===== src/rtl/core/pfdc_pkg.sv =====
// ============================================================================
// pfdc_pkg
// Shared types and constants of the presum fold with offset removal.
// ============================================================================
package pfdc_pkg;

    // BINS is a power of two: bin number and mean use shifts and masks
    localparam int BINS           = 64;
    localparam int BIN_W          = $clog2(BINS);
    localparam int BUFFER_SAMPLES = 2048;
    localparam int POS_W          = $clog2(BUFFER_SAMPLES);
    localparam int USED_SAMPLES   = (BUFFER_SAMPLES / BINS) * BINS;
    localparam int PHASE_W        = 8;
    localparam int SAMPLE_W       = 8;
    localparam int ACC_W          = 16;
    localparam int GAIN_W         = 8;
    localparam int CFG_IDX_W      = 2;
    localparam int CFG_DATA_W     = 8;
    localparam int QUEUE_DEPTH    = 4;
    localparam int QPTR_W         = $clog2(QUEUE_DEPTH);

    typedef enum logic [CFG_IDX_W-1:0] {
        REG_ENABLE = 2'd0,
        REG_FRAMES = 2'd1,
        REG_GAIN   = 2'd2
    } t_cfg_reg;

    typedef enum logic [1:0] {
        OP_NONE = 2'd0,
        OP_LOAD = 2'd1,
        OP_ADD  = 2'd2
    } t_op;

    typedef struct packed {
        t_op                 op;
        logic [BIN_W-1:0]    bin;
        logic [SAMPLE_W-1:0] si;
        logic [SAMPLE_W-1:0] sq;
        logic                frame_end;
    } t_cmd;

    typedef struct packed {
        logic full;
        logic empty;
    } t_q_status;

    typedef enum logic [2:0] {
        BS_RUN,
        BS_DRAIN,
        BS_SUM,
        BS_SETTLE,
        BS_MEAN,
        BS_DRD,
        BS_DSUB,
        BS_DMUL
    } t_bstate;

endpackage


===== src/rtl/core/presum_fold_dc_removal.sv =====
// ============================================================================
// presum_fold_dc_removal
// Folds complex samples into bins over a frame of buffers, then emits each
// bin with its mean offset removed and a gain applied.
// ============================================================================
// A sample is taken every cycle while the four-entry command queue has room;
// the bin memory does one read-modify-write per sample through its
// registered read port, overlapped. At the last sample of a frame the bin
// engine stops taking commands while it drains, sums the bins through the
// memory read port and forms the mean, then for each bin does a memory read,
// an offset subtract and a gain multiply, waiting while the output is
// stalled. During that time the queue fills and input ready drops.
// Configuration is one write per cycle, always ready.
module presum_fold_dc_removal
    import pfdc_pkg::*;
(
    input  logic                        i_clk,
    input  logic                        i_rst_n,
    input  logic                        i_cfg_valid,
    output logic                        o_cfg_ready,
    input  logic [CFG_IDX_W-1:0]        i_cfg_index,
    input  logic [CFG_DATA_W-1:0]       i_cfg_data,
    input  logic                        i_in_valid,
    output logic                        o_in_ready,
    input  logic signed [SAMPLE_W-1:0]  i_sample_i,
    input  logic signed [SAMPLE_W-1:0]  i_sample_q,
    output logic                        o_out_valid,
    input  logic                        i_out_ready,
    output logic [BIN_W-1:0]            o_bin_index,
    output logic signed [ACC_W-1:0]     o_bin_i,
    output logic signed [ACC_W-1:0]     o_bin_q,
    output logic                        o_last_bin
);

    logic               r_enable;
    logic [PHASE_W-1:0] r_frames_m1;
    logic [GAIN_W-1:0]  r_gain;
    logic               cfg_wr;
    logic               restart;
    logic               push;
    logic               pop;
    t_cmd               push_cmd;
    t_cmd               head_cmd;
    t_q_status          q_status;

    assign o_cfg_ready = 1'b1;
    assign cfg_wr      = i_cfg_valid && o_cfg_ready;
    assign restart     = cfg_wr && (i_cfg_index == REG_ENABLE || i_cfg_index == REG_FRAMES);

    always_ff @(posedge i_clk) begin
        if (!i_rst_n) begin
            r_enable    <= 1'b0;
            r_frames_m1 <= '0;
            r_gain      <= GAIN_W'(1);
        end else if (cfg_wr) begin
            unique case (i_cfg_index)
                REG_ENABLE: r_enable    <= i_cfg_data[0];
                REG_FRAMES: r_frames_m1 <= i_cfg_data[PHASE_W-1:0];
                REG_GAIN:   r_gain      <= i_cfg_data[GAIN_W-1:0];
                default: begin
                end
            endcase
        end
    end

    pfdc_front u_front (
        .i_clk       (i_clk),
        .i_rst_n     (i_rst_n),
        .i_in_valid  (i_in_valid),
        .o_in_ready  (o_in_ready),
        .i_sample_i  (i_sample_i),
        .i_sample_q  (i_sample_q),
        .i_enable    (r_enable),
        .i_frames_m1 (r_frames_m1),
        .i_restart   (restart),
        .o_push      (push),
        .o_cmd       (push_cmd),
        .i_q_status  (q_status)
    );

    pfdc_queue u_queue (
        .i_clk    (i_clk),
        .i_rst_n  (i_rst_n),
        .i_push   (push),
        .i_cmd    (push_cmd),
        .i_pop    (pop),
        .o_cmd    (head_cmd),
        .o_status (q_status)
    );

    pfdc_back u_back (
        .i_clk       (i_clk),
        .i_rst_n     (i_rst_n),
        .i_cmd       (head_cmd),
        .i_q_status  (q_status),
        .o_pop       (pop),
        .i_gain      (r_gain),
        .o_out_valid (o_out_valid),
        .i_out_ready (i_out_ready),
        .o_bin_index (o_bin_index),
        .o_bin_i     (o_bin_i),
        .o_bin_q     (o_bin_q),
        .o_last_bin  (o_last_bin)
    );

endmodule


===== src/rtl/core/pfdc_front.sv =====
// ============================================================================
// pfdc_front
// Sample intake: tracks buffer position and buffer count, classifies each
// sample as load, add or ignore, and flags the end of a frame.
// ============================================================================
module pfdc_front
    import pfdc_pkg::*;
(
    input  logic                       i_clk,
    input  logic                       i_rst_n,
    input  logic                       i_in_valid,
    output logic                       o_in_ready,
    input  logic signed [SAMPLE_W-1:0] i_sample_i,
    input  logic signed [SAMPLE_W-1:0] i_sample_q,
    input  logic                       i_enable,
    input  logic [PHASE_W-1:0]         i_frames_m1,
    input  logic                       i_restart,
    output logic                       o_push,
    output t_cmd                       o_cmd,
    input  t_q_status                  i_q_status
);

    logic [POS_W-1:0]   r_pos;
    logic [POS_W-1:0]   n_pos;
    logic [PHASE_W-1:0] r_phase;
    logic [PHASE_W-1:0] n_phase;
    logic               in_used;
    logic               last_of_buf;
    logic               frame_end;
    logic               accept;
    t_op                op;

    assign o_in_ready = !i_enable || !i_q_status.full;
    assign accept     = i_in_valid && o_in_ready;

    always_comb begin
        in_used     = {1'b0, r_pos} < (POS_W+1)'(USED_SAMPLES);
        last_of_buf = r_pos == POS_W'(BUFFER_SAMPLES - 1);
        frame_end   = last_of_buf && (r_phase == i_frames_m1);
        if (!in_used) begin
            op = OP_NONE;
        end else if (r_phase == '0 && r_pos < POS_W'(BINS)) begin
            op = OP_LOAD;
        end else begin
            op = OP_ADD;
        end
        o_push        = accept && i_enable && (op != OP_NONE || frame_end);
        o_cmd.op        = op;
        o_cmd.bin       = r_pos[BIN_W-1:0];
        o_cmd.si        = i_sample_i;
        o_cmd.sq        = i_sample_q;
        o_cmd.frame_end = frame_end;
        n_pos   = r_pos;
        n_phase = r_phase;
        if (accept && i_enable) begin
            if (last_of_buf) begin
                n_pos   = '0;
                n_phase = frame_end ? '0 : r_phase + 1'b1;
            end else begin
                n_pos = r_pos + 1'b1;
            end
        end
    end

    always_ff @(posedge i_clk) begin
        if (!i_rst_n || i_restart) begin
            r_pos   <= '0;
            r_phase <= '0;
        end else begin
            r_pos   <= n_pos;
            r_phase <= n_phase;
        end
    end

endmodule


===== src/rtl/core/pfdc_queue.sv =====
// ============================================================================
// pfdc_queue
// Short command queue between sample intake and bin engine.
// ============================================================================
module pfdc_queue
    import pfdc_pkg::*;
(
    input  logic      i_clk,
    input  logic      i_rst_n,
    input  logic      i_push,
    input  t_cmd      i_cmd,
    input  logic      i_pop,
    output t_cmd      o_cmd,
    output t_q_status o_status
);

    t_cmd              r_q [QUEUE_DEPTH];
    logic [QPTR_W-1:0] r_wr_ptr;
    logic [QPTR_W-1:0] r_rd_ptr;
    logic [QPTR_W:0]   r_count;
    logic              do_push;
    logic              do_pop;

    assign o_status.full  = r_count == (QPTR_W+1)'(QUEUE_DEPTH);
    assign o_status.empty = r_count == '0;
    assign do_push        = i_push && !o_status.full;
    assign do_pop         = i_pop && !o_status.empty;
    assign o_cmd          = r_q[r_rd_ptr];

    always_ff @(posedge i_clk) begin
        if (do_push) begin
            r_q[r_wr_ptr] <= i_cmd;
        end
    end

    always_ff @(posedge i_clk) begin
        if (!i_rst_n) begin
            r_wr_ptr <= '0;
            r_rd_ptr <= '0;
            r_count  <= '0;
        end else begin
            if (do_push) begin
                r_wr_ptr <= r_wr_ptr + 1'b1;
            end
            if (do_pop) begin
                r_rd_ptr <= r_rd_ptr + 1'b1;
            end
            r_count <= r_count + (QPTR_W+1)'(do_push) - (QPTR_W+1)'(do_pop);
        end
    end

endmodule


===== src/rtl/core/pfdc_back.sv =====
// ============================================================================
// pfdc_back
// Bin engine: folds samples into the bin memory, and at frame end sums the
// bins, forms the mean and emits every bin with offset removed and gain.
// ============================================================================
module pfdc_back
    import pfdc_pkg::*;
(
    input  logic                     i_clk,
    input  logic                     i_rst_n,
    input  t_cmd                     i_cmd,
    input  t_q_status                i_q_status,
    output logic                     o_pop,
    input  logic [GAIN_W-1:0]        i_gain,
    output logic                     o_out_valid,
    input  logic                     i_out_ready,
    output logic [BIN_W-1:0]         o_bin_index,
    output logic signed [ACC_W-1:0]  o_bin_i,
    output logic signed [ACC_W-1:0]  o_bin_q,
    output logic                     o_last_bin
);

    t_bstate                    r_state;
    t_bstate                    n_state;
    logic [2*ACC_W-1:0]         r_mem [BINS];
    logic [2*ACC_W-1:0]         r_rd_data;
    logic [BIN_W-1:0]           rd_addr;
    logic [BIN_W-1:0]           r_cnt;
    logic                       cnt_last;
    logic                       load_out;
    logic                       r_wr_pend;
    t_op                        r_wr_op;
    logic [BIN_W-1:0]           r_wr_bin;
    logic [ACC_W-1:0]           r_wr_si;
    logic [ACC_W-1:0]           r_wr_sq;
    logic [2*ACC_W-1:0]         wr_data;
    logic                       r_sum_en;
    logic [ACC_W-1:0]           r_sum_i;
    logic [ACC_W-1:0]           r_sum_q;
    logic signed [ACC_W:0]      bias_i;
    logic signed [ACC_W:0]      bias_q;
    logic [ACC_W-1:0]           r_mean_i;
    logic [ACC_W-1:0]           r_mean_q;
    logic [ACC_W-1:0]           r_diff_i;
    logic [ACC_W-1:0]           r_diff_q;
    logic [ACC_W+GAIN_W-1:0]    prod_i;
    logic [ACC_W+GAIN_W-1:0]    prod_q;

    assign cnt_last = r_cnt == BIN_W'(BINS - 1);

    always_ff @(posedge i_clk) begin
        if (!i_rst_n) begin
            r_state <= BS_RUN;
        end else begin
            r_state <= n_state;
        end
    end

    always_comb begin
        n_state  = r_state;
        o_pop    = 1'b0;
        rd_addr  = r_cnt;
        load_out = 1'b0;
        unique case (r_state)
            BS_RUN: begin
                rd_addr = i_cmd.bin;
                if (!i_q_status.empty) begin
                    o_pop = 1'b1;
                    if (i_cmd.frame_end) begin
                        n_state = BS_DRAIN;
                    end
                end
            end
            BS_DRAIN: begin
                n_state = BS_SUM;
            end
            BS_SUM: begin
                if (cnt_last) begin
                    n_state = BS_SETTLE;
                end
            end
            BS_SETTLE: begin
                n_state = BS_MEAN;
            end
            BS_MEAN: begin
                n_state = BS_DRD;
            end
            BS_DRD: begin
                n_state = BS_DSUB;
            end
            BS_DSUB: begin
                n_state = BS_DMUL;
            end
            BS_DMUL: begin
                if (!o_out_valid || i_out_ready) begin
                    load_out = 1'b1;
                    n_state  = cnt_last ? BS_RUN : BS_DRD;
                end
            end
            default: begin
                n_state = BS_RUN;
            end
        endcase
    end

    // bin memory: one read and one write port, registered read
    always_comb begin
        wr_data = {r_rd_data[2*ACC_W-1:ACC_W] + r_wr_sq, r_rd_data[ACC_W-1:0] + r_wr_si};
        if (r_wr_op == OP_LOAD) begin
            wr_data = {r_wr_sq, r_wr_si};
        end
    end

    always_ff @(posedge i_clk) begin
        r_rd_data <= r_mem[rd_addr];
        if (r_wr_pend) begin
            r_mem[r_wr_bin] <= wr_data;
        end
    end

    always_ff @(posedge i_clk) begin
        if (!i_rst_n) begin
            r_wr_pend <= 1'b0;
            r_sum_en  <= 1'b0;
        end else begin
            r_wr_pend <= o_pop && (i_cmd.op != OP_NONE);
            r_sum_en  <= r_state == BS_SUM;
        end
    end

    always_ff @(posedge i_clk) begin
        r_wr_op  <= i_cmd.op;
        r_wr_bin <= i_cmd.bin;
        r_wr_si  <= {{(ACC_W-SAMPLE_W){i_cmd.si[SAMPLE_W-1]}}, i_cmd.si};
        r_wr_sq  <= {{(ACC_W-SAMPLE_W){i_cmd.sq[SAMPLE_W-1]}}, i_cmd.sq};
    end

    // mean truncates toward zero: bias negative sums before the shift
    assign bias_i = $signed({r_sum_i[ACC_W-1], r_sum_i})
                  + (r_sum_i[ACC_W-1] ? (ACC_W+1)'(BINS - 1) : '0);
    assign bias_q = $signed({r_sum_q[ACC_W-1], r_sum_q})
                  + (r_sum_q[ACC_W-1] ? (ACC_W+1)'(BINS - 1) : '0);

    assign prod_i = {{GAIN_W{1'b0}}, r_diff_i} * {{ACC_W{1'b0}}, i_gain};
    assign prod_q = {{GAIN_W{1'b0}}, r_diff_q} * {{ACC_W{1'b0}}, i_gain};

    always_ff @(posedge i_clk) begin
        if (r_state == BS_DRAIN) begin
            r_sum_i <= '0;
            r_sum_q <= '0;
        end else if (r_sum_en) begin
            r_sum_i <= r_sum_i + r_rd_data[ACC_W-1:0];
            r_sum_q <= r_sum_q + r_rd_data[2*ACC_W-1:ACC_W];
        end
        if (r_state == BS_MEAN) begin
            r_mean_i <= ACC_W'(bias_i >>> BIN_W);
            r_mean_q <= ACC_W'(bias_q >>> BIN_W);
        end
        if (r_state == BS_DSUB) begin
            r_diff_i <= r_rd_data[ACC_W-1:0] - r_mean_i;
            r_diff_q <= r_rd_data[2*ACC_W-1:ACC_W] - r_mean_q;
        end
        if (load_out) begin
            o_bin_index <= r_cnt;
            o_bin_i     <= $signed(prod_i[ACC_W-1:0]);
            o_bin_q     <= $signed(prod_q[ACC_W-1:0]);
            o_last_bin  <= cnt_last;
        end
    end

    always_ff @(posedge i_clk) begin
        if (!i_rst_n) begin
            r_cnt       <= '0;
            o_out_valid <= 1'b0;
        end else begin
            if (r_state == BS_SUM || load_out) begin
                r_cnt <= r_cnt + 1'b1;
            end
            if (load_out) begin
                o_out_valid <= 1'b1;
            end else if (i_out_ready) begin
                o_out_valid <= 1'b0;
            end
        end
    end

endmodule


===== config.mk =====
export PLATFORM = sky130hd
export DESIGN_NAME = presum_fold_dc_removal
export DESIGN_NICKNAME = d
export VERILOG_FILES = /design/src/rtl/core/pfdc_pkg.sv /design/src/rtl/core/presum_fold_dc_removal.sv /design/src/rtl/core/pfdc_front.sv /design/src/rtl/core/pfdc_queue.sv /design/src/rtl/core/pfdc_back.sv
export SDC_FILE = /design/constraint.sdc
export NUM_CORES = 2
export LEC_CHECK = 0
export ABC_AREA = 1
export BUFFER_PORTS_ARGS = -buffer_cell sky130_fd_sc_hd__buf_2
export CELL_PAD_IN_SITES_DETAIL_PLACEMENT = 0
export CELL_PAD_IN_SITES_GLOBAL_PLACEMENT = 1
export CORE_AREA = 2 2 497 450
export DETAILED_ROUTE_END_ITERATION = 8
export DIE_AREA = 0 0 499 452
export PLACE_DENSITY_LB_ADDON = 0.1
export SYNTH_ARGS = -nofsm -noshare
export SYNTH_HDL_FRONTEND = slang
export SYNTH_SLANG_ARGS = --single-unit

===== constraint.sdc =====
create_clock -name i_clk -period 6.2 [get_ports i_clk]
set_input_delay 0.31 -clock i_clk [delete_from_list [all_inputs] [get_ports i_clk]]
set_output_delay 0.31 -clock i_clk [all_outputs]
set_load 0.005 [all_outputs]

==> metrics.txt <==
commonest non-fill, non-tap cells in the layout=2,371 x nand2_1, 2,275 x inv_1, 2,241 x edfxtp_1, 2,217 x nand3_1, 287 x clkbuf_16; CTS clk-pin slew, worst paths=60 ps; Layout Nets=11,500; largest net degree at the start of global routing=122; Filler Cells Inserted=18,900; Slew Limit Fails=0; Final GP Congestion=0.850; Yosys warning count=0; P&R area growth vs syn=11.8%; number of global-route vias before repair=75,300; HP Class=input pin to flip-flop; drt wl/cell=23.8 um; Yosys cell types=51; clock tree skew after final layout=46.6 ps; Tot GR Track Use=0.299; root buffer cell=clkbuf_16; post-DR vias/cell=5.48; CTS H-tree depth=5; share of cells above drive strength 1=0.0685; io pins=73; RSZ-0062 raised after global routing=no; initial antenna violation count=18; Slew HR=0.184; clock tree sinks=2,386; CTS Buffer Depth=4; Initial DRC Count=8,448; Final min period=4840 ps; Hold Path Depth=3; CTS tree=built; Syn Area/Cell=10.1 um^2; required time worst endpoint=6850 ps; Netlist Area Pre-Place=0.112 mm^2; fin cells=14,300; core area=0.221 mm^2; worst-margin pin slew=1220 ps; Num CTS Buffers=276; CP arrival=5500 ps; number of max-cap violations=0; commonest non-fill, non-tap cell in the layout=nand2_1; worst reg-to-reg path cell count=16; first-pass GRT wire length=500,000 um; DIE WIDTH=499 um; via count=78,300; Tcrit/Tclk final=0.781; fmax=206 MHz; status=complete, no violations; gate count of the mapped netlist=11,100; worst r2r src=r_gain[2]$_SDFFE_PN0P_; total routed wirelength=339,000 um; Crit Path Class=flip-flop to flip-flop; final setup TNS=0 ps; Post-CTS Setup Bufs=0; startpoint types=flip-flop; Hold EP=r_frames_m1[5]$_SDFFE_PN0P_; DP HPWL=184,000 um; DIE AREA=0.226 mm^2; Rows=164; critical path capture point type=flip-flop; total grt overflow=0; Final setup viols=0; worst reg2reg endpoint=u_back.o_bin_i[15]$_DFFE_PP_; Detail Route Antenna Nets=0; Seq cells post-synth=2,386; post-synthesis sequential area ratio=0.628; clk_lat worst skew=930 ps; r2r setup slk=1360 ps; worst hold start=i_cfg_index[0]; Initial Util=0.507; syn_nets=11,400; Die H=452 um; Placed Cells incl. Taps=13,800; final hold violations=0; I/O Buffers=71; drt first pass iters=6; drt drc=0; worst-path maximum fanout=17
[per-stage QoR]
| stage | hold WS [ps] | area, um^2 | util | worst slack [ps] |
|---|---|---|---|---|
| after floorplan | 409 | 112000 | - | 1270 |
| after global placement | 454 | 116000 | 0.527 | 1360 |
| after detailed placement | 461 | 116000 | 0.527 | 1370 |
| after CTS | 68.5 | 125000 | 0.567 | 1350 |
| after global routing | 124 | 125000 | 0.567 | 989 |
| final | 125 | 125000 | 0.567 | 1360 |
[cell families after synthesis]
group	after synthesis	share of synthesized area
AOI/OAI and AO/OA	409	0.0201
xor gates and xnor gates	131	0.0103
adders and majority gates	285	0.0404
buffers and inverters	2837	0.101
DFF	2386	0.628
other	1	0.0000335
and+or+nand+nor	5062	0.201
[Yosys cell counts (all sizes together)]
| cell | count | area (um^2) |
|---|---|---|
| o211ai | 2 | 15.0 |
| o221ai | 2 | 17.5 |
| o311ai | 1 | 8.76 |
| nand3b | 126 | 946 |
| o2111ai | 3 | 26.3 |
| nand2 | 2386 | 8970 |
| a21boi | 6 | 45.0 |
| dfxtp | 145 | 2900 |
| a21oi | 170 | 851 |
| a221oi | 2 | 17.5 |
| conb | 1 | 3.75 |
| edfxtp | 2241 | 67300 |
| or3 | 1 | 6.26 |
| a31oi | 8 | 50.1 |
| o21ai | 155 | 791 |
| inv | 2283 | 8570 |
| o21a | 9 | 67.6 |
| nor4 | 6 | 37.5 |
| clkinv | 1 | 3.75 |
| buf | 455 | 2330 |
| xor2 | 80 | 701 |
| nand4 | 24 | 150 |
| nand3 | 2218 | 11100 |
| o31ai | 8 | 60.1 |
| o22ai | 18 | 113 |
| or2 | 7 | 43.8 |
| a21o | 17 | 128 |
| and2 | 4 | 25.0 |
| o21bai | 4 | 30.0 |
| a211oi | 4 | 30.0 |
| xnor2 | 51 | 447 |
| clkbuf | 98 | 382 |
| nor2 | 250 | 946 |
| fa | 127 | 2540 |
| ha | 158 | 1980 |
| nor3 | 40 | 205 |
[area by class of cell]
type                            count  area (um^2)  area share
Clock inverter                     94          711     0.00569
Sequential cell                  2386        70200       0.562
Antenna cell                        4         10.0   0.0000801
Multi-Input combinational cell   5888        31300       0.250
Clock buffer                      378         7580      0.0607
Inverter                         2284         8590      0.0687
Timing Repair Buffer              338         2990      0.0239
Tap cell                         2905         3630      0.0291
[worst max-delay path, stage by stage (launching register included)]
cell and delay [ps]:
dfxtp_1 710, buf_4 380, nand2_1 120, fa_1 560, inv_1 60, fa_1 440, fa_1 520, inv_1 50
fa_1 480, inv_1 50, ha_1 350, nand2_1 90, inv_1 80, nand3_1 60, or3_1 350, nand4_1 160
xnor2_1 90
[worst max path at each step]
stage | start | endpoint | slack, ps | cells after the start
2_1_floorplan | u_back.r_rd_data[0]$_DFF_P_ | u_back.r_mem[0][8]$_DFFE_PP_ | 1270 | 10
3_3_place_gp | r_gain[2]$_SDFFE_PN0P_ | u_back.o_bin_i[15]$_DFFE_PP_ | 1360 | 16
3_5_place_dp | r_gain[2]$_SDFFE_PN0P_ | u_back.o_bin_i[15]$_DFFE_PP_ | 1370 | 16
4_1_cts | r_gain[3]$_SDFFE_PN0P_ | u_back.o_bin_q[13]$_DFFE_PP_ | 1350 | 17
5_1_grt | r_gain[3]$_SDFFE_PN0P_ | u_back.o_bin_q[13]$_DFFE_PP_ | 990 | 17
6_report | r_gain[2]$_SDFFE_PN0P_ | u_back.o_bin_i[15]$_DFFE_PP_ | 1360 | 16
[sequential cells by signal (all words and copies together) (netlist names), 8 cells and up, named ones only]
| signal | cells |
|---|---|
| u_back.r_sum_q | 16 |
| u_front.r_pos | 11 |
| u_back.r_sum_i | 16 |
| u_queue.r_q | 100 |
| u_front.r_phase | 8 |
| u_back.r_diff_i | 16 |
| u_back.r_rd_data | 32 |
| u_back.r_mean_q | 11 |
| u_back.r_diff_q | 16 |
| u_back.r_mean_i | 11 |
| r_gain | 8 |
| u_back.r_wr_sq | 8 |
| r_frames_m1 | 8 |
| u_back.o_bin_q | 16 |
| u_back.r_wr_si | 8 |
| u_back.r_mem | 2048 |
| u_back.o_bin_i | 16 |
[routing by layer]
layer / up-vias / share of wire / track usage / routed length [um]
met2: 3063 / 0.45 / 0.474 / 154000
met5: - / 0.000038 / 0 / 13
met3: 612 / 0.071 / 0.0378 / 24200
li1: 36300 / - / - / -
met1: 38300 / 0.43 / 0.425 / 147000
met4: 2 / 0.040 / 0.114 / 13400
[what timing repair did]
action                    4_1_cts  5_1_grt
gates resized for setup         0        0
hold endpoints to repair       95        0
hold buffers                   38        0
Power is left out: the tool's default activity adds up to more than one toggle a clock period on the data nets, which glitch-free logic cannot reach.
